### config.mk
export PLATFORM = sky130hd
export DESIGN_NAME = block_average_relative_percent_top_flat
export DESIGN_NICKNAME = d
export VERILOG_FILES = /design/src/rtl/bapr_pkg.sv /design/src/rtl/bapr_if.sv /design/src/rtl/block_average_relative_percent_top.sv /design/src/rtl/bapr_serial_acc.sv /design/src/rtl/bapr_serial_div.sv /design/src/flat_wrapper.sv
export SDC_FILE = /design/constraint.sdc
export NUM_CORES = 1
export LEC_CHECK = 0
export BUFFER_PORTS_ARGS = -buffer_cell sky130_fd_sc_hd__clkbuf_2
export CORE_MARGIN = 2
export CORE_UTILIZATION = 45
export DETAILED_ROUTE_END_ITERATION = 10
export SYNTH_ARGS = -nofsm -noshare
export SYNTH_HDL_FRONTEND = slang
export SYNTH_SLANG_ARGS = --single-unit
### constraint.sdc
create_clock -name clk -period 9.6 [get_ports clk]
set_input_delay 0.96 -clock clk [delete_from_list [all_inputs] [get_ports clk]]
set_output_delay 0.96 -clock clk [all_outputs]
set_load 0.005 [all_outputs]
### src/rtl/bapr_pkg.sv
package bapr_pkg;

  // Default build values
  localparam int BLOCK_LEN_DEF   = 25;
  localparam int SAMPLE_BITS_DEF = 12;

  // Fixed field widths
  localparam int RANGE_W = 12;
  localparam int AVG_W   = 12;
  localparam int PCT_W   = 20;

  // Divisor width covers both 2*range and the block length
  localparam int DVS_W = RANGE_W + 1;

  localparam logic [RANGE_W-1:0] RANGE_RESET = 12'd953;

  // Saturation limits of the percent field
  localparam logic [PCT_W-1:0] PCT_MAX = {1'b0, {(PCT_W-1){1'b1}}};
  localparam logic [PCT_W-1:0] PCT_MIN = {1'b1, {(PCT_W-1){1'b0}}};

  typedef enum logic [2:0] {
    ST_IDLE,
    ST_ACC,
    ST_AVG,
    ST_PREP,
    ST_LOAD,
    ST_PCT,
    ST_PUSH
  } bapr_state_t;

  typedef struct packed {
    logic start;
    logic clear;
  } acc_ctrl_t;

endpackage

### src/rtl/bapr_if.sv
interface bapr_in_if #(
  parameter int SAMPLE_BITS = bapr_pkg::SAMPLE_BITS_DEF
);
  logic                   valid;
  logic                   ready;
  logic [SAMPLE_BITS-1:0] sample;

  modport source (output valid, output sample, input ready);
  modport sink   (input valid, input sample, output ready);
endinterface

interface bapr_out_if;
  logic                                valid;
  logic                                ready;
  logic signed [bapr_pkg::PCT_W-1:0]   altitude_percent;
  logic        [bapr_pkg::AVG_W-1:0]   block_average;

  modport source (output valid, output altitude_percent, output block_average, input ready);
  modport sink   (input valid, input altitude_percent, input block_average, output ready);
endinterface

### src/rtl/block_average_relative_percent_top.sv
// Block average with reference offset.
// in_ch  : valid/ready stream of unsigned ADC samples, one per transfer.
// out_ch : valid/ready stream of results (altitude_percent, block_average).
// cfg_we/cfg_data : writes range_counts; a value of zero acts as one.
// Samples are summed in blocks of BLOCK_LEN. The first block after reset sets
// the reference average and gives no result; every later block gives one.
// Each sample is added by a bit-serial adder over SUM_W bits
// (SUM_W = SAMPLE_BITS + clog2(BLOCK_LEN)); in_ch.ready is low while it runs.
// At a block end a shared restoring divider, one quotient bit per cycle,
// runs twice (average, then percent) before the result is loaded into the
// output register and the next sample is taken. The reference block only
// runs the average divide.
// The output register holds a result until its transfer; sample intake goes
// on meanwhile and only waits when a new result is ready while the old one
// is still held.
// Synchronous reset clears sums, count and reference and sets range to 953.
module block_average_relative_percent_top #(
  parameter int BLOCK_LEN   = bapr_pkg::BLOCK_LEN_DEF,
  parameter int SAMPLE_BITS = bapr_pkg::SAMPLE_BITS_DEF
) (
  input  logic                         clk,
  input  logic                         rst,
  input  logic                         cfg_we,
  input  logic [bapr_pkg::RANGE_W-1:0] cfg_data,
  bapr_in_if.sink                      in_ch,
  bapr_out_if.source                   out_ch
);
  import bapr_pkg::*;

  localparam int SUM_W = SAMPLE_BITS + $clog2(BLOCK_LEN);
  localparam int NUM_W = SAMPLE_BITS + 8;
  localparam int CNT_W = $clog2(BLOCK_LEN + 1);
  localparam int EXT_W = ((NUM_W > PCT_W) ? NUM_W : PCT_W) + 1;

  localparam logic [NUM_W-1:0] ROUND_OFS = NUM_W'(BLOCK_LEN / 2);
  localparam logic [DVS_W-1:0] BLK_DVS   = DVS_W'(BLOCK_LEN);
  localparam logic [CNT_W-1:0] LAST_CNT  = CNT_W'(BLOCK_LEN - 1);
  localparam logic [EXT_W-1:0] POS_LIM   = EXT_W'(PCT_MAX);
  localparam logic [EXT_W-1:0] NEG_LIM   = EXT_W'(PCT_MIN);

  bapr_state_t state, state_next;

  logic [RANGE_W-1:0]     range_q;
  logic [CNT_W-1:0]       sample_cnt;
  logic [SAMPLE_BITS-1:0] ref_avg;
  logic                   ref_valid;
  logic [SAMPLE_BITS-1:0] avg_q;
  logic signed [NUM_W:0]  num_q;
  logic [PCT_W-1:0]       pct_q;
  logic                   out_valid;

  acc_ctrl_t          acc_ctrl;
  logic               acc_busy;
  logic [SUM_W-1:0]   acc_sum;
  logic               div_start;
  logic               div_busy;
  logic [NUM_W-1:0]   div_dvd;
  logic [DVS_W-1:0]   div_dvs;
  logic [NUM_W-1:0]   div_quot;

  logic               last_sample;
  logic               out_load;
  logic [RANGE_W-1:0] range_eff;
  logic signed [NUM_W:0] diff_x;
  logic signed [NUM_W:0] num;
  logic [NUM_W:0]     num_abs;
  logic [EXT_W-1:0]   qx;
  logic [EXT_W-1:0]   qx_neg;
  logic [PCT_W-1:0]   pct_val;

  bapr_serial_acc #(
    .SAMPLE_BITS (SAMPLE_BITS),
    .SUM_W       (SUM_W)
  ) u_acc (
    .clk    (clk),
    .rst    (rst),
    .ctrl   (acc_ctrl),
    .sample (in_ch.sample),
    .busy   (acc_busy),
    .sum    (acc_sum)
  );

  bapr_serial_div #(
    .DVD_W (NUM_W),
    .DVS_W (DVS_W)
  ) u_div (
    .clk      (clk),
    .rst      (rst),
    .start    (div_start),
    .dividend (div_dvd),
    .divisor  (div_dvs),
    .busy     (div_busy),
    .quotient (div_quot)
  );

  assign last_sample = (sample_cnt == LAST_CNT);
  assign range_eff   = (range_q == '0) ? RANGE_W'(1) : range_q;

  // Percent numerator: 200*(ref - avg) + range
  assign diff_x = $signed((NUM_W+1)'(ref_avg)) - $signed((NUM_W+1)'(avg_q));
  assign num    = (diff_x <<< 7) + (diff_x <<< 6) + (diff_x <<< 3)
                + $signed((NUM_W+1)'(range_eff));
  assign num_abs = num_q[NUM_W] ? (~num_q + 1'b1) : num_q;

  // Divider operands: block average first, then percent
  assign div_dvd = (state == ST_ACC) ? (NUM_W'(acc_sum) + ROUND_OFS) : num_abs[NUM_W-1:0];
  assign div_dvs = (state == ST_ACC) ? BLK_DVS : {range_eff, 1'b0};

  // Sign, truncation toward zero and saturation of the percent
  assign qx     = EXT_W'(div_quot);
  assign qx_neg = ~qx + 1'b1;
  always_comb begin
    if (!num_q[NUM_W]) begin
      pct_val = (qx > POS_LIM) ? PCT_MAX : qx[PCT_W-1:0];
    end else begin
      pct_val = (qx > NEG_LIM) ? PCT_MIN : qx_neg[PCT_W-1:0];
    end
  end

  // Next state
  always_comb begin
    state_next = state;
    unique case (state)
      ST_IDLE: begin
        if (in_ch.valid) state_next = ST_ACC;
      end
      ST_ACC: begin
        if (!acc_busy) state_next = last_sample ? ST_AVG : ST_IDLE;
      end
      ST_AVG: begin
        if (!div_busy) state_next = ref_valid ? ST_PREP : ST_IDLE;
      end
      ST_PREP: state_next = ST_LOAD;
      ST_LOAD: state_next = ST_PCT;
      ST_PCT: begin
        if (!div_busy) state_next = ST_PUSH;
      end
      ST_PUSH: begin
        if (!out_valid || out_ch.ready) state_next = ST_IDLE;
      end
      default: state_next = ST_IDLE;
    endcase
  end

  // State outputs
  always_comb begin
    in_ch.ready    = 1'b0;
    acc_ctrl.start = 1'b0;
    acc_ctrl.clear = 1'b0;
    div_start      = 1'b0;
    out_load       = 1'b0;
    unique case (state)
      ST_IDLE: begin
        in_ch.ready    = 1'b1;
        acc_ctrl.start = in_ch.valid;
      end
      ST_ACC: begin
        acc_ctrl.clear = !acc_busy && last_sample;
        div_start      = !acc_busy && last_sample;
      end
      ST_LOAD: div_start = 1'b1;
      ST_PUSH: out_load  = !out_valid || out_ch.ready;
      ST_AVG, ST_PREP, ST_PCT: begin
      end
      default: begin
      end
    endcase
  end

  // Control registers
  always_ff @(posedge clk) begin
    if (rst) begin
      state      <= ST_IDLE;
      range_q    <= RANGE_RESET;
      sample_cnt <= '0;
      ref_avg    <= '0;
      ref_valid  <= 1'b0;
      out_valid  <= 1'b0;
    end else begin
      state <= state_next;
      if (cfg_we) range_q <= cfg_data;
      if (state == ST_ACC && !acc_busy) begin
        sample_cnt <= last_sample ? '0 : sample_cnt + 1'b1;
      end
      if (state == ST_AVG && !div_busy && !ref_valid) begin
        ref_avg   <= div_quot[SAMPLE_BITS-1:0];
        ref_valid <= 1'b1;
      end
      if (out_load) begin
        out_valid <= 1'b1;
      end else if (out_ch.ready) begin
        out_valid <= 1'b0;
      end
    end
  end

  // Datapath registers
  always_ff @(posedge clk) begin
    if (state == ST_AVG && !div_busy) avg_q <= div_quot[SAMPLE_BITS-1:0];
    if (state == ST_PREP) num_q <= num;
    if (state == ST_PCT && !div_busy) pct_q <= pct_val;
    if (out_load) begin
      out_ch.altitude_percent <= pct_q;
      out_ch.block_average    <= AVG_W'(avg_q);
    end
  end

  assign out_ch.valid = out_valid;

  // Reference, once taken, is kept until reset
  a_ref_kept: assert property (@(posedge clk) disable iff (rst)
    ref_valid |=> ref_valid)
    else $error("reference lost");

  // Divider only started when free
  a_div_free: assert property (@(posedge clk) disable iff (rst)
    div_start |-> !div_busy)
    else $error("divider restarted while busy");

  // No result before a reference exists
  a_res_ref: assert property (@(posedge clk) disable iff (rst)
    out_load |-> ref_valid)
    else $error("result without reference");

endmodule

### src/rtl/bapr_serial_acc.sv
module bapr_serial_acc #(
  parameter int SAMPLE_BITS = bapr_pkg::SAMPLE_BITS_DEF,
  parameter int SUM_W       = 17
) (
  input  logic                   clk,
  input  logic                   rst,
  input  bapr_pkg::acc_ctrl_t    ctrl,
  input  logic [SAMPLE_BITS-1:0] sample,
  output logic                   busy,
  output logic [SUM_W-1:0]       sum
);
  import bapr_pkg::*;

  localparam int CNT_W = $clog2(SUM_W);
  localparam logic [CNT_W-1:0] LAST_BIT = CNT_W'(SUM_W - 1);

  logic [SUM_W-1:0] sum_sr;
  logic [SUM_W-1:0] addend;
  logic             carry;
  logic [CNT_W-1:0] bit_cnt;
  logic             sum_bit;
  logic             carry_next;

  // One-bit full adder, LSB first
  assign sum_bit    = sum_sr[0] ^ addend[0] ^ carry;
  assign carry_next = (sum_sr[0] & addend[0]) | (sum_sr[0] & carry) | (addend[0] & carry);

  // Sum rotates through itself; after SUM_W steps it is back in place
  always_ff @(posedge clk) begin
    if (rst) begin
      busy    <= 1'b0;
      bit_cnt <= '0;
      sum_sr  <= '0;
    end else if (ctrl.clear) begin
      sum_sr <= '0;
    end else if (ctrl.start) begin
      addend  <= SUM_W'(sample);
      carry   <= 1'b0;
      bit_cnt <= '0;
      busy    <= 1'b1;
    end else if (busy) begin
      sum_sr  <= {sum_bit, sum_sr[SUM_W-1:1]};
      addend  <= {1'b0, addend[SUM_W-1:1]};
      carry   <= carry_next;
      bit_cnt <= bit_cnt + 1'b1;
      if (bit_cnt == LAST_BIT) begin
        busy <= 1'b0;
      end
    end
  end

  assign sum = sum_sr;

  // Pass must end exactly after the last bit
  a_pass_len: assert property (@(posedge clk) disable iff (rst)
    busy && bit_cnt == LAST_BIT && !ctrl.clear && !ctrl.start |=> !busy)
    else $error("accumulator pass length wrong");

endmodule

### src/rtl/bapr_serial_div.sv
module bapr_serial_div #(
  parameter int DVD_W = 20,
  parameter int DVS_W = bapr_pkg::DVS_W
) (
  input  logic             clk,
  input  logic             rst,
  input  logic             start,
  input  logic [DVD_W-1:0] dividend,
  input  logic [DVS_W-1:0] divisor,
  output logic             busy,
  output logic [DVD_W-1:0] quotient
);
  import bapr_pkg::*;

  localparam int CNT_W = $clog2(DVD_W);
  localparam logic [CNT_W-1:0] LAST_STEP = CNT_W'(DVD_W - 1);

  logic [DVS_W-1:0] rem;
  logic [DVS_W-1:0] dvs;
  logic [DVD_W-1:0] qsr;
  logic [CNT_W-1:0] step;
  logic [DVS_W:0]   trial;
  logic [DVS_W:0]   trial_diff;
  logic             fits;

  // Restoring step: bring down one dividend bit, try the subtract
  assign trial      = {rem, qsr[DVD_W-1]};
  assign trial_diff = trial - {1'b0, dvs};
  assign fits       = (trial >= {1'b0, dvs});

  always_ff @(posedge clk) begin
    if (rst) begin
      busy <= 1'b0;
      step <= '0;
    end else if (start) begin
      rem  <= '0;
      dvs  <= divisor;
      qsr  <= dividend;
      step <= '0;
      busy <= 1'b1;
    end else if (busy) begin
      rem  <= fits ? trial_diff[DVS_W-1:0] : trial[DVS_W-1:0];
      qsr  <= {qsr[DVD_W-2:0], fits};
      step <= step + 1'b1;
      if (step == LAST_STEP) begin
        busy <= 1'b0;
      end
    end
  end

  assign quotient = qsr;

  // Partial remainder stays below the divisor
  a_rem_bound: assert property (@(posedge clk) disable iff (rst)
    busy |-> rem < dvs)
    else $error("partial remainder out of range");

  // One quotient bit per step, DVD_W steps
  a_div_len: assert property (@(posedge clk) disable iff (rst)
    busy && step == LAST_STEP && !start |=> !busy)
    else $error("division length wrong");

endmodule

### src/flat_wrapper.sv
// flat-port wrapper written by rule: the top's interface ports become plain ports
module block_average_relative_percent_top_flat import bapr_pkg::*;
#(
  parameter int BLOCK_LEN   = bapr_pkg::BLOCK_LEN_DEF,
  parameter int SAMPLE_BITS = bapr_pkg::SAMPLE_BITS_DEF
)
  (clk, rst, cfg_we, cfg_data, in_ch_valid, in_ch_sample, in_ch_ready, out_ch_valid, out_ch_altitude_percent, out_ch_block_average, out_ch_ready);
  bapr_in_if #(.SAMPLE_BITS(SAMPLE_BITS)) in_ch_i ();
  bapr_out_if out_ch_i ();
  input  logic clk;
  input  logic rst;
  input  logic cfg_we;
  input  logic [bapr_pkg::RANGE_W-1:0] cfg_data;
  input wire logic [$bits(in_ch_i.valid)-1:0] in_ch_valid;
  input wire logic [$bits(in_ch_i.sample)-1:0] in_ch_sample;
  output wire logic [$bits(in_ch_i.ready)-1:0] in_ch_ready;
  output wire logic [$bits(out_ch_i.valid)-1:0] out_ch_valid;
  output wire logic [$bits(out_ch_i.altitude_percent)-1:0] out_ch_altitude_percent;
  output wire logic [$bits(out_ch_i.block_average)-1:0] out_ch_block_average;
  input wire logic [$bits(out_ch_i.ready)-1:0] out_ch_ready;
  assign in_ch_i.valid = in_ch_valid;
  assign in_ch_i.sample = in_ch_sample;
  assign in_ch_ready = in_ch_i.ready;
  assign out_ch_valid = out_ch_i.valid;
  assign out_ch_altitude_percent = out_ch_i.altitude_percent;
  assign out_ch_block_average = out_ch_i.block_average;
  assign out_ch_i.ready = out_ch_ready;
  block_average_relative_percent_top #(.BLOCK_LEN(BLOCK_LEN), .SAMPLE_BITS(SAMPLE_BITS)) u_core (.clk(clk), .rst(rst), .cfg_we(cfg_we), .cfg_data(cfg_data), .in_ch(in_ch_i), .out_ch(out_ch_i));
endmodule
==> metrics.csv, run 1 <==
metric,value,unit
status,"finished, final reports clean",
ys_types,75,
vias_per_cell,5.45,
grt_pass1_wl,42200,µm
cts_setup_buffers,0,
fin_skew,0.0109,ns
die_area,27300,µm²
synth_top_flop_cell,edfxtp_1,
htree_levels,1,
drc,0,
io_pins,63,
ys_async_sr_fraction,0,%
fin_cells,1538,
postSynthCellCount,1150,
route.vias.total,8376,
tns,0,ns
path_buf_inv,2,
slowest_delay,0.54,ns
crit_path_end_kind,flip-flop,
path_depth,18,
dp_cells,1494,
worst-setup-path-type,flip-flop to flip-flop,
ff2ff_setup_slack,5.05,ns
antenna_found_initial,0,
die_y,165,µm
max-vdd-ir-drop,0.000119,V
layout.nets,1293,
timing.hold.ws,0.414,ns
synth-seq-cells,207,
dp_slack,5.13,ns
hp-start,u_core.pct_q[16],
synth_edf_count,144,
io_buffer_count,62,
grt.total_usage,19.5,%
syn_area_per_cell,10.2,µm²
r2r_start,u_core.avg_q[0],
seq_area_frac_synth,47.7,%
design.core.area,25800,µm²
route.detailed.wl_per_inst,16.9,µm
hold_path_class,flip-flop to flip-flop,
worstPathArrival,4.81,ns
grt_max_degree,43,
crit_family,adder cells,
final_max_slew_viol_count,0,
fillers,2341,
syn_area,11700,µm²
clk_pin_slew,0.07,ns
synthesis.nets,1258,
design_area,13100,µm²
clock_path_buffers,3,
fin_ws,5.05,ns
final_antenna_net_count,0,
yosysWarnings,0,
initial_core_util,45.4,%
worstRegToRegCells,18,
critPathSlowestCell,fa_1,
num_antenna_cells,0,
worstMarginPinSlew,1.09,ns
syn_to_final_growth,11.9,%
routed_wl,26000,µm
rows,59,
p_leak,4.99,nW
die_w,165,µm
cts_buffers,24,
dpl.hpwl,19200,µm
cts_sinks,207,
slew_headroom,26.6,%
fmax,220,MHz
whs_endpoint,u_core.out_ch.altitude_percent[16],
firstDrtPassIters,5,
cts_tree,yes,
dr.first_iter.drc_count,735,
root_buffer,clkbuf_16,
cts_hold_buf,0,
cp.required,9.87,ns
clkLatencyLatePin,0.52,ns
hold_viol_final,0,
cap_viol_max_count,0,
grt_pass1_vias,7710,
setup_viol,0,
worstReg2RegEnd,u_core.num_q[16],
hold_depth,0,
power_density,153,nW/µm²
crit_path_cell_trace,ha_1 > inv_1 > fa_1 > a211oi_1 > o21bai_1 > a21oi_1 > o21ai_0 > xor2_1 > xnor2_1 > fa_1 > inv_1 > ha_1 > a21o_1 > nand4_1 > o21ai_0 > or3_1 > a21oi_1 > xnor2_1,
placed_area,12300,µm²
gr-total-overflow,0,
cp_max_fo,5,
rsz0062_at_grt,false,
cts_resized,0,
cp-start-kind,flip-flop,
drive_gt1_share,12.4,%
period_share,47.4,%
fin_crit,4.55,ns
gp_congestion,0.834,
## cell usage after synthesis (3+ instances only)
master     count  area [µm²]
nor4_1        10        62.6
or4_1          4        30.0
nand3b_1       4        30.0
mux2i_1       28         280
o21ai_1        3        15.0
a21o_1        19         143
o21a_1         6        45.0
xor2_1        38         333
nor2_1       100         375
a221oi_1       4        35.0
a211oi_1       9        67.6
o21ai_0       56         280
o31ai_1       17         128
mux2_2        14         158
or3_1         11        68.8
o311ai_0      15         131
nand2_1      113         424
nand4_1       26         163
xnor2_1       43         377
edfxtp_1     144        4320
o41ai_1        8        70.1
o2111ai_1      3        26.3
a21oi_1       71         355
buf_1          3        11.3
fa_1          11         220
a22o_1         3        26.3
and2_1        14        87.6
o211ai_1       4        30.0
inv_1         71         267
ha_1          68         851
buf_2          4        20.0
nor2b_1       12        75.1
nor4b_1        3        26.3
nor3_1        14        70.1
o22ai_1        3        18.8
dfxtp_1       63        1260
o21bai_1       3        22.5
clkbuf_1      51         191
nand3_1       12        60.1
a31oi_1        4        25.0
nand2b_1      14        87.6
or2_2          7        43.8
## logic make-up (layout without fill, tap and decap cells)
logic type               count (synthesis)  in the layout  share of synthesized area [%]
XOR/XNOR                                81             81                           6.05
buffers and inverters                  131            184                           4.34
multiplexers                            42             42                           3.74
adder cells (fa/ha/maj)                 81             81                           9.31
flip-flops                             207            207                           47.7
AND/OR/NAND/NOR                        361            361                           15.2
AO/OA/AOI/OAI                          247            247                           13.7
## cell type report
type	instances	area, µm²	share of cell area, %
clock buffer	31	668	5.10
multi-input combinational	812	5650	43.1
tap	335	419	3.20
clock inverter	13	161	1.23
sequential	207	5590	42.6
inverter	71	267	2.03
timing repair buffer	69	363	2.77
## worst max-delay path by stage
stage                 startpoint          endpoint  slack, ns
6_report         u_core.avg_q[0]  u_core.num_q[16]       5.05
5_1_grt          u_core.avg_q[0]  u_core.num_q[19]       4.67
4_1_cts          u_core.avg_q[0]  u_core.num_q[16]       5.07
3_5_place_dp     u_core.avg_q[0]  u_core.num_q[19]       5.13
3_3_place_gp   u_core.ref_avg[0]  u_core.num_q[16]       5.25
2_1_floorplan    u_core.avg_q[0]  u_core.num_q[20]       5.47
## through the flow
stage	power, mW	util (%)
after global routing	2.08	50.7
after detailed placement	1.08	47.5
after global placement	1.08	47.5
final	2.00	50.7
after CTS	2.03	50.7
after floorplan	1.05	-
## registers in the layout (all words and copies together) (netlist names), 3 cells and up
| name | cells |
|---|---|
| u_core.out_ch.altitude_percent | 20 |
| u_core.u_acc.addend | 12 |
| u_core.sample_cnt | 5 |
| u_core.state | 3 |
| u_core.avg_q | 12 |
| u_core.u_div.rem | 13 |
| u_core.u_div.quotient | 20 |
| u_core.pct_q | 20 |
| u_core.u_acc.bit_cnt | 5 |
| u_core.u_div.step | 5 |
| u_core.range_q | 12 |
| u_core.out_ch.block_average | 12 |
| u_core.u_acc.sum | 17 |
| u_core.num_q | 21 |
| u_core.u_div.dvs | 13 |
| u_core.ref_avg | 12 |
## routing by layer
layer	wire length [µm]	track usage [%]	vias up	part of all wire [%]
li1	-	-	4224	-
met1	12700	29.0	3942	49
met2	11400	30.1	177	44
met3	1350	2.70	33	5.2
met4	508	4.82	0	2.0
met5	0	0	-	0
## worst reg2reg max path, delay by kind of cell, from the launching register on
kind | cells | cell delay (ns)
and+or+nand+nor | 2 | 0.44
adders and majority gates | 4 | 1.50
AOI/OAI and AO/OA | 7 | 1.24
xor gates and xnor gates | 3 | 0.66
DFF | 1 | 0.36
buffers and inverters | 2 | 0.11
## where the power goes
part | total, mW | leakage, nW | switching [mW] | internal, mW
clock network | 0.940 | 0.396 | 0.365 | 0.575
logic | 0.0885 | 2.79 | 0.0516 | 0.0369
registers | 0.974 | 1.81 | 0.0124 | 0.961
## placed cells by master, fill, tap and decap left out, types with 7 or more instances in the layout
cell / count
edfxtp_1: 144
nand2_1: 113
nor2_1: 99
inv_1: 71
a21oi_1: 71
ha_1: 68
dfxtp_1: 63
clkbuf_2: 62
o21ai_0: 56
xnor2_1: 43
xor2_1: 38
mux2i_1: 28
nand4_1: 26
clkbuf_16: 25
a21o_1: 19
o31ai_1: 17
o311ai_0: 15
nand2b_1: 14
and2_1: 14
mux2_2: 14
nor3_1: 13
nand3_1: 12
nor2b_1: 11
or3_1: 11
fa_1: 11
a211oi_1: 9
nor4_1: 9
o41ai_1: 8
or2_2: 7
buf_4: 7
(Power assumes the default switching activity.)
==> run 2, diff against run 1 <==
- clock period: 9.6 -> 4.1 ns (I/O delays scaled with it)
==> run 2 against run 1 <==
  * Non-clock buffer count is 59 higher
  * Largest cell class unchanged
  * Via count rose by 3.3%
  * Combinational power grew to 2.7 times the previous value
  * Clock power grew 130%
  * Maximum frequency up 13%
  * Hold slack got worse by 0.30 ns
  * Die area did not move
  * Critical path depth rose by 1
==> metrics.csv, run 2 (synthesis results as in run 1) <==
metric,value,unit,change
htree_levels,1,,unchanged
grt_pass1_wl,42800,µm,+1.3%
layout.nets,1352,,+4.6%
whs_endpoint,u_core.range_q[7],,
period_share,98.1,%,+51 points
worstReg2RegEnd,u_core.num_q[16],,
vias_per_cell,5.42,,-0.52%
power_density,335,nW/µm²,+120%
cap_viol_max_count,0,,unchanged
layout_common_cells,"144 x edfxtp_1, 111 x nand2_1, 97 x nor2_1, 65 x inv_1, 65 x buf_4",,
route.detailed.wl_per_inst,16.8,µm,-0.26%
final_common_cell,edfxtp_1,,
p_total,4.69,mW,+130%
worst-setup-path-type,flip-flop to flip-flop,,
clock_path_buffers,3,,unchanged
gr-total-overflow,0,,unchanged
fin_cells,1597,,+3.8%
rsz0062_at_grt,true,,
final_max_slew_viol_count,0,,unchanged
firstDrtPassIters,7,,+2
grt.total_usage,19.8,%,+0.28 points
root_buffer,clkbuf_16,,
clk_pin_slew,0.06,ns,about the same
cts_sinks,207,,unchanged
max-vdd-ir-drop,0.000277,V,+130%
die_w,165,µm,unchanged
worstRegToRegCells,19,,+1
r2r_start,u_core.avg_q[0],,
route.vias.total,8652,,+3.3%
num_antenna_cells,0,,unchanged
cp.required,4.37,ns,-5.50 ns
largest_reg_flops,21,,unchanged
hold_depth,3,,+3
fin_skew,0.0151,ns,+0.00420 ns
gp_congestion,0.849,,+1.7%
dp_cells,1545,,+3.4%
crit_path_end_kind,flip-flop,,
drive_gt1_share,21.0,%,+8.6 points
grt_pass1_vias,8135,,+5.5%
cp-start-kind,flip-flop,,
top_register,u_core.num_q,,
cts_buffers,24,,unchanged
routed_wl,26900,µm,+3.6%
syn_to_final_growth,19.3,%,
cts_hold_buf,0,,unchanged
final_antenna_net_count,0,,unchanged
worstPathArrival,4.29,ns,-0.52 ns
grt_max_degree,34,,-21%
clkLatencyLatePin,0.52,ns,about the same
design.core.area,25800,µm²,unchanged
hold_path_class,primary input to flip-flop,,
rows,59,,unchanged
io_buffer_count,62,,unchanged
p_leak,5.33,nW,+6.7%
slew_headroom,26.7,%,+0.17 points
die_y,165,µm,unchanged
cts_tree,yes,,
fillers,2251,,-3.8%
ff2ff_setup_slack,0.08,ns,-4.98 ns
worstMarginPinSlew,1.10,ns,+0.0105 ns
tns,0,ns,unchanged
fmax,249,MHz,+13%
die_area,27300,µm²,unchanged
hold_viol_final,0,,unchanged
io_pins,63,,unchanged
status,"finished, final reports clean",,
cp_max_fo,5,,unchanged
antenna_found_initial,0,,unchanged
dpl.hpwl,19500,µm,+1.9%
fin_crit,4.02,ns,-0.524 ns
dr.first_iter.drc_count,632,,-14%
setup_viol,0,,unchanged
hp-start,cfg_data[7],,
drc,0,,unchanged
initial_core_util,45.4,%,unchanged
[run 2: cell types whose count changed in the layout (fill, tap and decap cells not counted), moves of 5 or more]
cell and change:
inv_1 -6, xor2_1 -5, xnor2_1 -5, buf_4 +58
a21oi_2 +7, ha_4 +17, a21oi_1 -8, ha_1 -20
inv_2 +6, o21ai_0 -6, o21ai_1 +5
[run 2: worst max-delay path, stage by stage, from the launching register on]
cell,delay (ns)
edfxtp_1,0.36
ha_2,0.19
inv_2,0.04
fa_2,0.41
a211oi_2,0.22
o21bai_1,0.12
a21oi_2,0.15
o21ai_1,0.08
xor2_1,0.15
buf_4,0.17
xnor2_2,0.14
fa_1,0.51
inv_2,0.05
ha_4,0.22
a21o_1,0.20
nand4_1,0.09
o21ai_2,0.07
or3_1,0.38
a21oi_2,0.14
xnor2_1,0.08
[run 2: worst max path at each step]
stage | from | to | slack, ns | cells past startpoint
after floorplan | u_core.avg_q[0] | u_core.num_q[16] | 0.01 | 18
after global placement | u_core.avg_q[0] | u_core.num_q[20] | -0.05 | 18
after detailed placement | u_core.avg_q[0] | u_core.num_q[19] | -0.11 | 18
after CTS | u_core.avg_q[0] | u_core.num_q[20] | -0.02 | 18
after global routing | u_core.avg_q[0] | u_core.num_q[16] | -0.09 | 19
final | u_core.avg_q[0] | u_core.num_q[16] | 0.08 | 19
[run 2: what timing repair did]
item / 4_1_cts / 5_1_grt
resized for setup: 9 / 61
setup buffers: 0 / 8
setup endpoints to repair: 7 / 10
pin swaps: 2 / 38
endpoints found under the hold margin: 0 / 0
[run 2: area by class of cell]
class / count / area [µm²] / area share, %
clock buffer: 35 / 746 / 5.33
multi-input combinational: 812 / 6070 / 43.4
clock inverter: 9 / 80.1 / 0.573
inverter: 71 / 267 / 1.91
sequential: 207 / 5590 / 40.0
tap: 335 / 419 / 3.00
timing repair buffer: 128 / 810 / 5.79
[run 2: where the power goes]
part	leakage [nW]	internal, mW	switching, mW
sequential	1.81	2.25	0.0282
clock	0.400	1.33	0.842
combinational	3.11	0.107	0.133
[run 2: metrics by stage]
step / worst slack, ns / utilization [%] / instance area, µm² / hold WS, ns
after floorplan: 0.0117 / - / 11700 / 0.400
after global placement: -0.0524 / 49.0 / 12700 / 0.403
after detailed placement: -0.106 / 49.0 / 12700 / 0.405
after CTS: -0.0186 / 52.4 / 13500 / 0.100
after global routing: -0.0950 / 54.1 / 14000 / 0.114
final: 0.0777 / 54.1 / 14000 / 0.114
[run 2: metal layers]
metal / wire (µm) / track usage, % / vias up
met5: 0 / 0 / -
met4: 878 / 6.43 / 0
met3: 1440 / 3.10 / 50
met2: 11500 / 29.7 / 226
met1: 13100 / 29.3 / 4038
li1: - / - / 4338
